### config.mk
export PLATFORM = sky130hd
export DESIGN_NAME = led_blink_pattern_generator_core
export DESIGN_NICKNAME = d
export VERILOG_FILES = /design/src/lbpg_pkg.sv /design/src/lbpg_rate_gen.sv /design/src/lbpg_led_bank.sv /design/src/led_blink_pattern_generator_core.sv
export SDC_FILE = /design/constraint.sdc
export NUM_CORES = 1
export LEC_CHECK = 0
export ABC_CLOCK_PERIOD_IN_PS = 3400
export BUFFER_PORTS_ARGS = -buffer_cell sky130_fd_sc_hd__buf_2
export CAP_MARGIN = 25
export CORE_AREA = 2 2 146 148
export CTS_CLUSTER_SIZE = 8
export DETAILED_ROUTE_END_ITERATION = 10
export DIE_AREA = 0 0 148 150
export SYNTH_ARGS = -nofsm -noshare
export SYNTH_HDL_FRONTEND = slang
export SYNTH_SLANG_ARGS = --single-unit
### constraint.sdc
create_clock -name clk -period 3.4 [get_ports clk]
set_input_delay 0.17 -clock clk [delete_from_list [all_inputs] [get_ports clk]]
set_output_delay 0.17 -clock clk [all_outputs]
set_load 0.02 [all_outputs]
### src/lbpg_pkg.sv
package lbpg_pkg;

  localparam int NUM_LEDS_DEF       = 16;
  localparam int INTERVAL_WIDTH_DEF = 16;
  localparam int NUM_RATES          = 5;
  localparam int PATTERN_DEPTH      = 32;

  localparam int RATE_W    = 3;
  localparam int LED_IDX_W = 4;
  localparam int POS_W     = $clog2(PATTERN_DEPTH);
  localparam int LEN_W     = POS_W + 1;
  localparam int ITVL_W    = 11;

  typedef enum logic {
    FUNC_TICK   = 1'b0,
    FUNC_ASSIGN = 1'b1
  } func_t;

  typedef struct packed {
    logic fire;
    logic on;
  } gen_status_t;

  typedef struct packed {
    logic                 wr_en;
    logic [LED_IDX_W-1:0] led_index;
    logic [RATE_W-1:0]    rate;
  } led_cmd_t;

  function automatic logic [LEN_W-1:0] pat_len(input int rate);
    logic [LEN_W-1:0] len;
    case (rate)
      1:       len = LEN_W'(2);
      2:       len = LEN_W'(2);
      3:       len = LEN_W'(6);
      4:       len = LEN_W'(32);
      default: len = '0;
    endcase
    return len;
  endfunction

  function automatic logic [ITVL_W-1:0] pat_interval(input logic [RATE_W-1:0] rate,
                                                     input logic [POS_W-1:0]  pos);
    logic [ITVL_W-1:0] itvl;
    case (rate)
      3'd1: itvl = ITVL_W'(1500);
      3'd2: itvl = ITVL_W'(250);
      3'd3: itvl = (pos == POS_W'(5)) ? ITVL_W'(1500) : ITVL_W'(500);
      3'd4: begin
        case (pos)
          POS_W'(1):  itvl = ITVL_W'(1000);
          POS_W'(3):  itvl = ITVL_W'(900);
          POS_W'(5):  itvl = ITVL_W'(800);
          POS_W'(7):  itvl = ITVL_W'(700);
          POS_W'(9):  itvl = ITVL_W'(600);
          POS_W'(11): itvl = ITVL_W'(500);
          POS_W'(13): itvl = ITVL_W'(400);
          POS_W'(15): itvl = ITVL_W'(300);
          POS_W'(17): itvl = ITVL_W'(200);
          default:    itvl = ITVL_W'(100);
        endcase
      end
      default: itvl = '0;
    endcase
    return itvl;
  endfunction

endpackage

### src/lbpg_rate_gen.sv
module lbpg_rate_gen import lbpg_pkg::*; #(
  parameter int INTERVAL_WIDTH = INTERVAL_WIDTH_DEF,
  parameter int RATE_ID        = 1
) (
  input  logic        clk,
  input  logic        rst,
  input  logic        tick,
  output gen_status_t status
);

  localparam logic [LEN_W-1:0] Len = pat_len(RATE_ID);

  logic [POS_W-1:0]          pos;
  logic [POS_W-1:0]          pos_next;
  logic [INTERVAL_WIDTH-1:0] cnt;
  logic [INTERVAL_WIDTH-1:0] cnt_next;
  logic [LEN_W-1:0]          pos_eff;
  logic [LEN_W-1:0]          pos_inc;
  logic [INTERVAL_WIDTH-1:0] itvl;
  logic                      cnt_zero;
  logic                      active;

  assign active   = (Len != '0);
  assign cnt_zero = (cnt == '0);
  assign pos_eff  = ({1'b0, pos} >= Len) ? '0 : {1'b0, pos};
  assign pos_inc  = pos_eff + LEN_W'(1);
  assign pos_next = (pos_inc >= Len) ? '0 : pos_inc[POS_W-1:0];
  assign itvl     = INTERVAL_WIDTH'(pat_interval(RATE_W'(RATE_ID), pos_eff[POS_W-1:0]));

  always_comb begin
    if (!cnt_zero) begin
      cnt_next = cnt - INTERVAL_WIDTH'(1);
    end else if (itvl == '0) begin
      cnt_next = '0;
    end else begin
      cnt_next = itvl - INTERVAL_WIDTH'(1);
    end
  end

  always_ff @(posedge clk) begin
    if (rst) begin
      pos <= '0;
      cnt <= '0;
    end else if (tick && active) begin
      cnt <= cnt_next;
      if (cnt_zero) begin
        pos <= pos_next;
      end
    end
  end

  assign status.fire = tick && active && cnt_zero;
  assign status.on   = !pos_eff[0];

endmodule

### src/lbpg_led_bank.sv
module lbpg_led_bank import lbpg_pkg::*; #(
  parameter int NUM_LEDS = NUM_LEDS_DEF
) (
  input  logic                              clk,
  input  logic                              rst,
  input  led_cmd_t                          cmd,
  input  gen_status_t [NUM_RATES-1:1]       gen,
  output logic        [NUM_LEDS-1:0]        level_next
);

  logic [RATE_W-1:0]   led_rate [NUM_LEDS];
  logic [NUM_LEDS-1:0] level;

  // each led follows the generator it is bound to, if that one fired
  always_comb begin
    level_next = level;
    for (int i = 0; i < NUM_LEDS; i++) begin
      for (int j = 1; j < NUM_RATES; j++) begin
        if (led_rate[i] == RATE_W'(j) && gen[j].fire) begin
          level_next[i] = gen[j].on;
        end
      end
    end
  end

  always_ff @(posedge clk) begin
    if (rst) begin
      level <= '0;
      for (int i = 0; i < NUM_LEDS; i++) begin
        led_rate[i] <= '0;
      end
    end else begin
      level <= level_next;
      for (int i = 0; i < NUM_LEDS; i++) begin
        if (cmd.wr_en && (32'(cmd.led_index) == i)) begin
          led_rate[i] <= cmd.rate;
        end
      end
    end
  end

endmodule

### src/led_blink_pattern_generator_core.sv
// channel   direction  handshake                  payload
// item      in         item_valid / item_stall    func, led_index, rate_select
// result    out        result_valid / result_stall led_levels, fired_rates
//
// one item per cycle while item_stall is low; an item passes through the input register,
// then the result register after the rate generators and led update
// rst (synchronous) clears all led bindings, levels, counters and positions
// result_stall holds the result register; item_stall rises only while a
// captured item cannot move into a stalled result register
module led_blink_pattern_generator_core import lbpg_pkg::*; #(
  parameter int NUM_LEDS       = NUM_LEDS_DEF,
  parameter int INTERVAL_WIDTH = INTERVAL_WIDTH_DEF
) (
  input  logic                  clk,
  input  logic                  rst,
  input  logic                  item_valid,
  output logic                  item_stall,
  input  logic                  func,
  input  logic [LED_IDX_W-1:0]  led_index,
  input  logic [RATE_W-1:0]     rate_select,
  output logic                  result_valid,
  input  logic                  result_stall,
  output logic [NUM_LEDS-1:0]   led_levels,
  output logic [NUM_RATES-2:0]  fired_rates
);

  logic                 s1_valid;
  func_t                s1_func;
  logic [LED_IDX_W-1:0] s1_led_index;
  logic [RATE_W-1:0]    s1_rate;
  logic                 res_ready;
  logic                 proc;
  logic                 tick;
  led_cmd_t             cmd;
  logic [NUM_LEDS-1:0]  level_next;
  logic [NUM_RATES-2:0] fired_vec;

  gen_status_t [NUM_RATES-1:1] gen_st;

  assign res_ready  = !result_valid || !result_stall;
  assign proc       = s1_valid && res_ready;
  assign item_stall = s1_valid && !res_ready;
  assign tick       = proc && (s1_func == FUNC_TICK);

  always_comb begin
    cmd.wr_en     = proc && (s1_func == FUNC_ASSIGN) && (s1_rate < RATE_W'(NUM_RATES));
    cmd.led_index = s1_led_index;
    cmd.rate      = s1_rate;
  end

  // input register
  always_ff @(posedge clk) begin
    if (rst) begin
      s1_valid <= 1'b0;
    end else begin
      s1_valid <= (item_valid && !item_stall) || (s1_valid && !res_ready);
    end
  end

  always_ff @(posedge clk) begin
    if (item_valid && !item_stall) begin
      s1_func      <= func_t'(func);
      s1_led_index <= led_index;
      s1_rate      <= rate_select;
    end
  end

  for (genvar g = 1; g < NUM_RATES; g++) begin : g_rate
    lbpg_rate_gen #(
      .INTERVAL_WIDTH (INTERVAL_WIDTH),
      .RATE_ID        (g)
    ) u_gen (
      .clk    (clk),
      .rst    (rst),
      .tick   (tick),
      .status (gen_st[g])
    );
    assign fired_vec[g-1] = gen_st[g].fire;
  end

  lbpg_led_bank #(
    .NUM_LEDS (NUM_LEDS)
  ) u_leds (
    .clk        (clk),
    .rst        (rst),
    .cmd        (cmd),
    .gen        (gen_st),
    .level_next (level_next)
  );

  // result register
  always_ff @(posedge clk) begin
    if (rst) begin
      result_valid <= 1'b0;
    end else if (res_ready) begin
      result_valid <= s1_valid;
    end
  end

  always_ff @(posedge clk) begin
    if (rst) begin
      led_levels  <= '0;
      fired_rates <= '0;
    end else if (proc) begin
      led_levels  <= level_next;
      fired_rates <= fired_vec;
    end
  end

  a_assign_no_fire: assert property (@(posedge clk) disable iff (rst)
    (proc && (s1_func == FUNC_ASSIGN)) |=> (fired_rates == '0))
    else $error("generator fired on an assignment");

  a_stall_only_full: assert property (@(posedge clk) disable iff (rst)
    item_stall |-> (s1_valid && result_valid))
    else $error("item stalled with free pipeline space");

  a_result_hold: assert property (@(posedge clk) disable iff (rst)
    !proc |=> ($stable(led_levels) && $stable(fired_rates)))
    else $error("result register changed without a transfer");

  a_assign_keeps_level: assert property (@(posedge clk) disable iff (rst)
    (proc && (s1_func == FUNC_ASSIGN)) |-> (level_next == led_levels) &&
    (fired_vec == '0))
    else $error("led levels moved on an assignment");

endmodule

==> results of run 1 <==
logic make-up (layout without fill, tap and decap cells):
group	Yosys count	after routing	synth area share
AND/OR/NAND/NOR	479	479	0.251
flip-flops	186	186	0.470
AO/OA/AOI/OAI	181	181	0.135
buffers and inverters	74	121	0.0335
XOR/XNOR	41	41	0.0394
multiplexers	41	41	0.0505
adder cells (fa/ha/maj)	15	15	0.0206
other	2	4	0.000823
placed cells by master, fill, tap and decap left out, drive strengths merged, types with 5 or more instances in the layout:
| master | count |
|---|---|
| xnor2 | 24 |
| inv | 31 |
| or4 | 7 |
| dlygate4sd3 | 9 |
| xor2 | 17 |
| nand4 | 10 |
| o22ai | 12 |
| nor3 | 53 |
| o21ai | 27 |
| buf | 53 |
| o31ai | 6 |
| or2 | 8 |
| and2 | 10 |
| nand2b | 25 |
| nor2b | 22 |
| a22oi | 5 |
| clkbuf | 22 |
| dfxtp | 130 |
| a21oi | 54 |
| mux2i | 41 |
| nor4 | 15 |
| nor3b | 5 |
| a211oi | 43 |
| nor2 | 196 |
| edfxtp | 56 |
| nand2 | 82 |
| ha | 15 |
| or3 | 15 |
| nand3 | 17 |
state kept, by name (all words and copies together) (netlist names), 3 cells and up:
register	count
g_rate.u_gen.cnt	64
u_leds.led_rate	48
s1_rate	3
led_levels	16
u_leds.level	16
fired_rates	4
s1_led_index	4
g_rate.u_gen.itvl	8
g_rate.u_gen.pos	20
routing by layer:
metal | wire [µm] | share of wire | global-route usage | vias to the layer above
met4 | 247 | 0.012 | 0.0605 | 0
met2 | 9760 | 0.48 | 0.318 | 118
met5 | 0 | 0 | 0 | -
met3 | 607 | 0.030 | 0.0305 | 20
met1 | 9600 | 0.47 | 0.243 | 3308
li1 | - | - | - | 3675
how the worst min path moves through the flow:
stage                                endpoint  cells past startpoint         start
global route        result_valid$_SDFFE_PP0N_                      3  result_stall
CTS                 result_valid$_SDFFE_PP0N_                      3  result_stall
floorplan                   s1_func$_DFFE_PP_                      0          func
finish              result_valid$_SDFFE_PP0N_                      3  result_stall
global placement    s1_led_index[2]$_DFFE_PP_                      1  led_index[2]
detailed placement  s1_led_index[1]$_DFFE_PP_                      1  led_index[1]
cells in the mapped netlist (10+ instances only):
cell type	count
nor2_1	196
dfxtp_1	130
nand2_1	82
edfxtp_1	56
a21oi_1	53
nor3_1	53
clkbuf_1	43
mux2i_1	37
a211oi_1	36
inv_1	27
o21ai_0	27
nand2b_1	24
xnor2_1	24
nor2b_1	22
nand3_1	17
xor2_1	17
ha_1	15
or3_1	14
nor4_1	13
and2_1	10
nand4_1	10
critical path, stage by stage (launching register included):
cell and delay [ps]:
dfxtp_1 370, or4_1 620, or3_1 410, or2_2 470, o31a_1 360, nor2_1 290
a21oi_1 60, or2_2 280
final cells by class:
class	count	area (µm²)
Tap cell	275	344
Clock buffer	22	497
Multi-Input combinational cell	761	4560
Fill cell	1946	10400
Timing Repair Buffer	62	408
Clock inverter	10	101
Inverter	27	101
Sequential cell	186	4280
power by group through the flow:
stage          Clock, mW  Sequential [mW]  Combinational [mW]
6_report            2.00             2.54               0.986
5_1_grt             2.12             2.56                1.10
4_1_cts             2.05             2.54               0.988
3_5_place_dp           0             2.59               0.976
3_3_place_gp           0             2.59               0.967
2_1_floorplan          0             2.58               0.705
metrics by stage:
step	instances	cell area (µm²)	hold WS [ps]	power (mW)	worst slack, ps
floorplan	1021	9130	269	3.29	714
global placement	1302	9610	347	3.56	496
detailed placement	1302	9610	348	3.57	455
CTS	1343	10300	38.8	5.58	443
global route	1343	10300	121	5.79	181
finish	1343	10300	60.4	5.53	416
==> summary.txt, run 1 <==
Clock tree
  – # hold bufs at CTS: 9
  – Clock Sinks: 186
  – CTS Buf Count: 17
  – Clk root buf: clkbuf_16
  – Post-CTS sizing: 0
  – Setup bufs post-CTS: 0
  – Clk_lat worst skew: 430 ps
  – Clk buf depth: 2
  – CTS tree: done
  – H-tree depth: 4
  – Clock Pin Slew Worst Setup and Hold Paths: 70 ps

Worst setup path
  – Worst Setup SP: g_rate[4].u_gen.cnt[12]$_SDFFE_PP0P_
  – Crit Path Class: register to register
  – FF-to-FF setup slack: 420 ps
  – Critical Path End Type: register
  – Peak fanout along the critical path: 14
  – CP arrival: 3290 ps
  – Reg2reg start: g_rate[4].u_gen.cnt[12]$_SDFFE_PP0P_
  – Worst setup SP type: register
  – Critical Path RT: 3710 ps
  – Worst Reg2Reg Path Length in Cells: 7
  – R2r endpoint: g_rate[4].u_gen.itvl[6]$_SDFF_PP1_
  – CP endpoint: g_rate[4].u_gen.itvl[6]$_SDFF_PP1_

Synth
  – Post-Syn Area per Cell: 8.95 µm²
  – Synth cell types: 61
  – Top_reg_cell synth: dfxtp_1
  – Seq/Total Area, Yosys: 0.470
  – YS warnings: 0
  – EDFF count, synth: 56
  – Yosys top cell by area: dfxtp_1
  – Top cells by area, synth: dfxtp_1 (29%), edfxtp_1 (18%), nor2_1 (8.1%)
  – Ys async rst share: 0
  – Area share of the largest cell type after synthesis: 0.285
  – Post-synthesis sequential element count: 186
  – Mapped Area: 0.00912 mm²
  – Gate count of the mapped netlist: 1,019

Detailed routing
  – Pre-Repair DR Iteration Count: 5
  – Via density: 5.30
  – Initial DRC Count: 362
  – Via count: 7,121
  – Routed Antenna Nets: 0
  – WL final: 20,200 µm
  – WL per Instance: 15.1 µm
  – Drt drc: 0

Flow run
  – MaxCap Viol Count: 0

Global route
  – Global-route wire length before repair: 33,000 µm
  – Grt ovf: 0
  – Initial antenna violation count: 0
  – Vias in the first global route: 6,572
  – Largest net degree at the start of global routing: 54
  – Overall global routing resource usage: 0.187

Run status
  – Status: finished, final reports clean

Die
  – Die Ht: 150 µm
  – Core area: 0.0207 mm²
  – Die width: 148 µm
  – Initial Util: 0.441
  – I/O pin cnt: 34
  – Die ar.: 0.0222 mm²
  – Row cnt: 53

STA
  – Final worst-path cycle share: 0.878
  – Worst Max-Slew Pin Slew: 673 ps
  – Max Slew Vio Count: 0
  – Fin crit period: 2980 ps
  – F_max: 335 MHz
  – Worst clock skew: 10.9 ps
  – Final hold violation count: 0
  – Max-slew headroom at the worst pin: 0.547
  – Final Setup Violations: 0
  – Post-Route Setup TNS: 0 ps
  – RSZ-0062 raised after global routing: no

Power and ir drop
  – Pleak: 3.76 nW
  – Logic pwr share: 0.178
  – Internal power: 3.92 mW
  – Reg power frac: 0.460
  – Sw frac: 0.292
  – Switching power total: 1.61 mW
  – Peak VDD IR: 307 µV
  – Clock power frac: 0.362
  – Pwr dens: 537 mW/mm²

Finish
  – N_diodes: 0
  – Synth-to-Final Area Change: 12.9%
  – Layout cells sized above 1: 0.113
  – Final core utilization: 0.498
  – Post-layout nets: 1,082

Placement
  – Buffers on Ports: 33
  – GP Congestion: 0.792
  – HPWL Detailed: 13,600 µm

Hold path
  – Worst min path class: input port to register
Note: power is estimated with default switching activity, not from simulation.
==> run 2, diff against run 1 <==
--- a/config.mk
+++ b/config.mk
@@ -6,12 +6,14 @@
 export NUM_CORES = 1
 export LEC_CHECK = 0
 export ABC_CLOCK_PERIOD_IN_PS = 3400
-export BUFFER_PORTS_ARGS = -buffer_cell sky130_fd_sc_hd__buf_2
+export BUFFER_PORTS_ARGS = -buffer_cell sky130_fd_sc_hd__buf_4
 export CAP_MARGIN = 25
 export CORE_AREA = 2 2 146 148
 export CTS_CLUSTER_SIZE = 8
 export DETAILED_ROUTE_END_ITERATION = 10
 export DIE_AREA = 0 0 148 150
+export PLACE_DENSITY_LB_ADDON = 0.08
+export SETUP_SLACK_MARGIN = 0.05
 export SYNTH_ARGS = -nofsm -noshare
 export SYNTH_HDL_FRONTEND = slang
 export SYNTH_SLANG_ARGS = --single-unit
==> run 2 against run 1 <==
Worst hold slack got worse by 33 ps. Register-to-register slack gained 50 ps. Sequential share of layout area shrank 0.18 points. Clock-buffer cell count is 3 lower. Final cell count is 0.30% lower. Combinational power is essentially flat. Clock skew about the same. Sequential power about the same. Fmax rose by 1.9%. Critical endpoint is now led_levels[1]$_SDFFE_PP0N_.
==> summary.txt, run 2 (synthesized netlist as in run 1, its figures left out) <==
Run status
  – Status: finished, final reports clean

Worst setup path
  – Peak fanout along the critical path: 25
  – Worst setup SP type: register
  – Critical path's slowest cell: or4_4
  – CP arrival: 3270 ps
  – Crit path cell chain: or4_4 > or3_4 > or4_4 > nand2b_4 > mux2i_1 > a211oi_1 > a211oi_1
  – Crit Path Class: register to register
  – CP max stage delay: 610 ps
  – Critical Path End Type: register
  – Critical Path RT: 3740 ps

Finish
  – Max reg flops: 64
  – Most frequent cells in the layout: nor2_1 (195), dfxtp_1 (130), nand2_1 (82)
  – Non-filler cells in the finished layout: 1,339
  – Layout cells sized above 1: 0.109
  – Top flop regs: g_rate.u_gen.cnt: 64 flops, u_leds.led_rate: 48 flops, g_rate.u_gen.pos: 20 flops
  – N_diodes: 0
  – Synth-to-Final Area Change: 13.3%
  – Filler cell count: 1,980
  – Post-layout nets: 1,078
  – FF/Latch Area: 0.00428 mm²
  – Final core utilization: 0.500
  – Most flops, register: g_rate.u_gen.cnt
  – Post-route cell area: 0.0103 mm²
  – Multi-input logic area: 0.00456 mm²
  – Leading cell type in the layout, fill and taps excluded: nor2_1

Detailed routing
  – Initial DRC Count: 441
  – Via density: 5.32
  – Via count: 7,119
  – Drt drc: 0
  – WL per Instance: 15.6 µm
  – WL final: 20,800 µm
  – Pre-Repair DR Iteration Count: 4
  – Routed Antenna Nets: 0

Clock tree
  – H-tree depth: 4
  – Clk_lat worst skew: 430 ps
  – Post-CTS sizing: 0
  – CTS Buf Count: 17
  – # hold bufs at CTS: 9
  – Setup bufs post-CTS: 0
  – CTS tree: done
  – Clk buf depth: 2
  – Clock Sinks: 186
  – Clock Pin Slew Worst Setup and Hold Paths: 70 ps
  – Clk root buf: clkbuf_16

Flow run
  – MaxCap Viol Count: 0

Global route
  – Initial antenna violation count: 0
  – Global-route wire length before repair: 34,200 µm
  – Largest net degree at the start of global routing: 61
  – Grt ovf: 0
  – Vias in the first global route: 6,619
  – Overall global routing resource usage: 0.194

STA
  – F_max: 341 MHz
  – Final hold violation count: 0
  – RSZ-0062 raised after global routing: no
  – Setup WS post-layout: 471 ps
  – Max-slew headroom at the worst pin: 0.454
  – Final Setup Violations: 0
  – Post-Route Setup TNS: 0 ps
  – Worst clock skew: 11.1 ps
  – Worst Max-Slew Pin Slew: 818 ps
  – Fin crit period: 2930 ps
  – Final worst-path cycle share: 0.862
  – Max Slew Vio Count: 0

Die
  – Row cnt: 53
  – Core area: 0.0207 mm²
  – Die Ht: 150 µm
  – Die ar.: 0.0222 mm²
  – Initial Util: 0.441
  – I/O pin cnt: 34
  – Die width: 148 µm

Placement
  – Placed cell count: 1,298
  – GP Congestion: 0.798
  – HPWL Detailed: 13,900 µm
  – Setup WS pre-CTS: 477 ps
  – Buffers on Ports: 33
  – Area after DPL: 0.00966 mm²

Power and ir drop
  – Pwr dens: 537 mW/mm²
  – Pleak: 3.74 nW
  – Peak VDD IR: 309 µV

Hold path
  – Worst min path class: input port to register
run 2: cell count changes in the layout (fill, tap and decap cells not counted):
cell        delta
buf_2         -32
buf_4         +28
bufinv_16      +1
clkbuf_1       -1
clkbuf_16      -1
clkbuf_8       -1
clkinv_1       +2
clkinv_4       -2
clkinvlp_4     +2
inv_4          -1
inv_6          +1
run 2: final timing paths:
| check | startpoint | to | slack [ps] | cells past startpoint |
|---|---|---|---|---|
| min | result_stall | result_valid$_SDFFE_PP0N_ | 30 | 3 |
| min reg2reg | g_rate[2].u_gen.pos[0]$_SDFFE_PP0P_ | g_rate[2].u_gen.pos[0]$_SDFFE_PP0P_ | 450 | 2 |
| max | g_rate[3].u_gen.cnt[4]$_SDFFE_PP0P_ | led_levels[1]$_SDFFE_PP0N_ | 470 | 7 |
| max reg2reg | g_rate[3].u_gen.cnt[4]$_SDFFE_PP0P_ | led_levels[1]$_SDFFE_PP0N_ | 470 | 7 |
run 2: metal layers:
layer	global-route usage	vias to the layer above	wire, µm
met5	0	-	0
met4	0.0505	0	255
met3	0.0381	22	761
met2	0.309	126	9490
met1	0.272	3310	10300
li1	-	3661	-
run 2: stage by stage:
step	hold slack, ps	total power [mW]
floorplan	269	3.29
global placement	348	3.56
detailed placement	349	3.57
CTS	12.1	5.59
global route	23.0	5.83
finish	27.8	5.55
run 2: area by class of cell:
type,count,share of cell area
Multi-Input combinational cell,761,0.441
Sequential cell,186,0.414
Timing Repair Buffer,58,0.0443
Clock buffer,19,0.0439
Tap cell,275,0.0333
Clock inverter,13,0.0134
Inverter,27,0.00980
run 2: where the power goes:
part	total, mW	internal, mW	switching, mW
Sequential	2.54	2.42	0.124
Combinational	0.988	0.369	0.619
Clock	2.01	1.13	0.882
run 2: critical path: cells and delay by family (launching register included):
kind	cells	cell delay (ps)
simple gates	4	1920
mux	1	220
compound gates	2	330
flops	1	360
==> run 3, diff against run 2 <==
--- a/config.mk
+++ b/config.mk
@@ -8,10 +8,10 @@
 export ABC_CLOCK_PERIOD_IN_PS = 3400
 export BUFFER_PORTS_ARGS = -buffer_cell sky130_fd_sc_hd__buf_4
 export CAP_MARGIN = 25
-export CORE_AREA = 2 2 146 148
+export CORE_AREA = 2 2 124 174
 export CTS_CLUSTER_SIZE = 8
 export DETAILED_ROUTE_END_ITERATION = 10
-export DIE_AREA = 0 0 148 150
+export DIE_AREA = 0 0 126 176
 export PLACE_DENSITY_LB_ADDON = 0.08
 export SETUP_SLACK_MARGIN = 0.05
 export SYNTH_ARGS = -nofsm -noshare
==> run 3 against run 2 <==
First-iteration DRC count increased by 8.8%. Largest power group unchanged. Final cell count fell by 1.2%. Critical path depth stayed put. Sequential cell count is the same. Clock-buffer cell count increased by 2. Fmax rose by 0.65%. Routed wire length is 0.81% lower. Clock skew is 1.0 ps higher. Largest cell class unchanged. Critical path type unchanged. Via count is 1.1% higher. Setup slack improved by 19 ps.
==> summary.txt, run 3 (synthesized netlist as in run 1, its figures left out) <==
Run status
  – Status: finished, final reports clean

STA
  – F_max: 344 MHz
  – Hold_ws: 24.2 ps
  – Worst clock skew: 12.1 ps
  – Final worst-path cycle share: 0.856
  – Fin crit period: 2910 ps
  – RSZ-0062 raised after global routing: no
  – Setup WS post-layout: 490 ps
  – Max Slew Vio Count: 0
  – Final Setup Violations: 0
  – Final hold violation count: 0
  – Max-slew headroom at the worst pin: 0.437
  – Worst Max-Slew Pin Slew: 842 ps
  – Post-Route Setup TNS: 0 ps

Detailed routing
  – Drt drc: 0
  – WL per Instance: 15.6 µm
  – WL final: 20,700 µm
  – Routed Antenna Nets: 0
  – Via count: 7,199
  – Pre-Repair DR Iteration Count: 5
  – Initial DRC Count: 480
  – Via density: 5.44

Power and ir drop
  – Pleak: 3.78 nW
  – Peak VDD IR: 380 µV
  – Pwr dens: 542 mW/mm²

Die
  – Core area: 0.0205 mm²
  – Row cnt: 62
  – Die width: 126 µm
  – Die Ht: 176 µm
  – Die ar.: 0.0222 mm²
  – I/O pin cnt: 34
  – Initial Util: 0.445

Worst setup path
  – CP arrival: 3240 ps
  – Crit Path Class: register to register
  – FF-to-FF setup slack: 490 ps
  – Worst Reg2Reg Path Length in Cells: 7
  – Critical Path RT: 3730 ps
  – Critical Path End Type: register
  – R2r endpoint: led_levels[4]$_SDFFE_PP0N_
  – Peak fanout along the critical path: 25
  – Worst setup SP type: register
  – Reg2reg start: g_rate[3].u_gen.cnt[4]$_SDFFE_PP0P_

Global route
  – Busiest grt layer: met2
  – Initial antenna violation count: 0
  – GR met3 Demand/Resource: 0.0364
  – Vias in the first global route: 6,900
  – Largest net degree at the start of global routing: 56
  – Overall global routing resource usage: 0.190
  – Global-route wire length before repair: 34,000 µm
  – GRT met2 Usage: 0.343
  – Grt ovf: 0
  – Met1 Usage GRT: 0.225

Clock tree
  – H-tree depth: 4
  – CTS tree: done
  – Clk_lat worst skew: 430 ps
  – Clk buf depth: 2
  – Clk root buf: clkbuf_16
  – Clock Sinks: 186
  – # hold bufs at CTS: 9
  – Post-CTS sizing: 0
  – CTS Buf Count: 17
  – Setup bufs post-CTS: 0
  – Clock Pin Slew Worst Setup and Hold Paths: 70 ps

Hold path
  – Hold depth: 3
  – Hold path start: result_stall
  – Worst min path class: input port to register
  – Hold Path End: result_valid$_SDFFE_PP0N_

Placement
  – HPWL Detailed: 14,400 µm
  – Setup WS pre-CTS: 491 ps
  – Area after DPL: 0.00965 mm²
  – GP Congestion: 0.801
  – Buffers on Ports: 33

Flow run
  – MaxCap Viol Count: 0

Finish
  – Top flop regs: g_rate.u_gen.cnt: 64 flops, u_leds.led_rate: 48 flops, g_rate.u_gen.pos: 20 flops
  – Leading cell type in the layout, fill and taps excluded: nor2_1
  – Most flops, register: g_rate.u_gen.cnt
  – Filler cell count: 1,975
  – Most frequent cells in the layout: nor2_1 (195), dfxtp_1 (130), nand2_1 (82)
  – Max reg flops: 64
  – N_diodes: 0
  – Post-layout nets: 1,081
  – Post-route cell area: 0.0104 mm²
  – Final core utilization: 0.506
  – Synth-to-Final Area Change: 13.7%
  – Layout cells sized above 1: 0.114
-- run 3: critical path, stage by stage, from the launching register on --
cell and delay [ps]:
dfxtp_1 360, or4_4 570, or3_4 360, or4_4 600, nand2b_4 370, mux2i_1 210, a211oi_1 110, a211oi_1 250
-- run 3: stage by stage --
step | total power, mW | cells
after CTS | 5.68 | 1323
after global routing | 5.89 | 1323
after global placement | 3.58 | 1282
after detailed placement | 3.58 | 1282
final | 5.62 | 1323
after floorplan | 3.29 | 1021
-- run 3: area by class of cell --
type,count,area [µm²],share of cell area
multi-input cells,761,4560,0.440
inverters,27,101,0.00978
well taps,256,320,0.0309
clock inverters,11,126,0.0122
flip-flops and latches,186,4280,0.413
clock buffers,21,497,0.0479
repair buffers,61,480,0.0463
-- run 3: worst max path at each step --
| stage | startpoint | to | slack, ps |
|---|---|---|---|
| 6_report | g_rate[3].u_gen.cnt[4]$_SDFFE_PP0P_ | led_levels[4]$_SDFFE_PP0N_ | 490 |
| 5_1_grt | g_rate[4].u_gen.cnt[2]$_SDFFE_PP0P_ | g_rate[4].u_gen.cnt[11]$_SDFFE_PP0P_ | 300 |
| 4_1_cts | g_rate[3].u_gen.cnt[4]$_SDFFE_PP0P_ | led_levels[4]$_SDFFE_PP0N_ | 480 |
| 3_5_place_dp | g_rate[3].u_gen.cnt[4]$_SDFFE_PP0P_ | led_levels[4]$_SDFFE_PP0N_ | 490 |
| 3_3_place_gp | g_rate[4].u_gen.cnt[12]$_SDFFE_PP0P_ | g_rate[4].u_gen.itvl[6]$_SDFF_PP1_ | 540 |
| 2_1_floorplan | g_rate[3].u_gen.cnt[4]$_SDFFE_PP0P_ | led_levels[14]$_SDFFE_PP0N_ | 710 |
-- run 3: report_power, final --
part | internal (mW) | leakage (nW) | total (mW) | switching, mW
Sequential | 2.42 | 1.63 | 2.54 | 0.123
Clock | 1.21 | 0.304 | 2.08 | 0.870
Combinational | 0.382 | 1.85 | 1.00 | 0.618
Total | 4.01 | 3.78 | 5.62 | 1.61
-- run 3: per-layer routing --
layer,wire length (µm),vias up,part of all wire
li1,-,3661,-
met4,410,0,0.020
met2,10500,124,0.51
met3,571,30,0.028
met1,9120,3384,0.44
met5,0,-,0
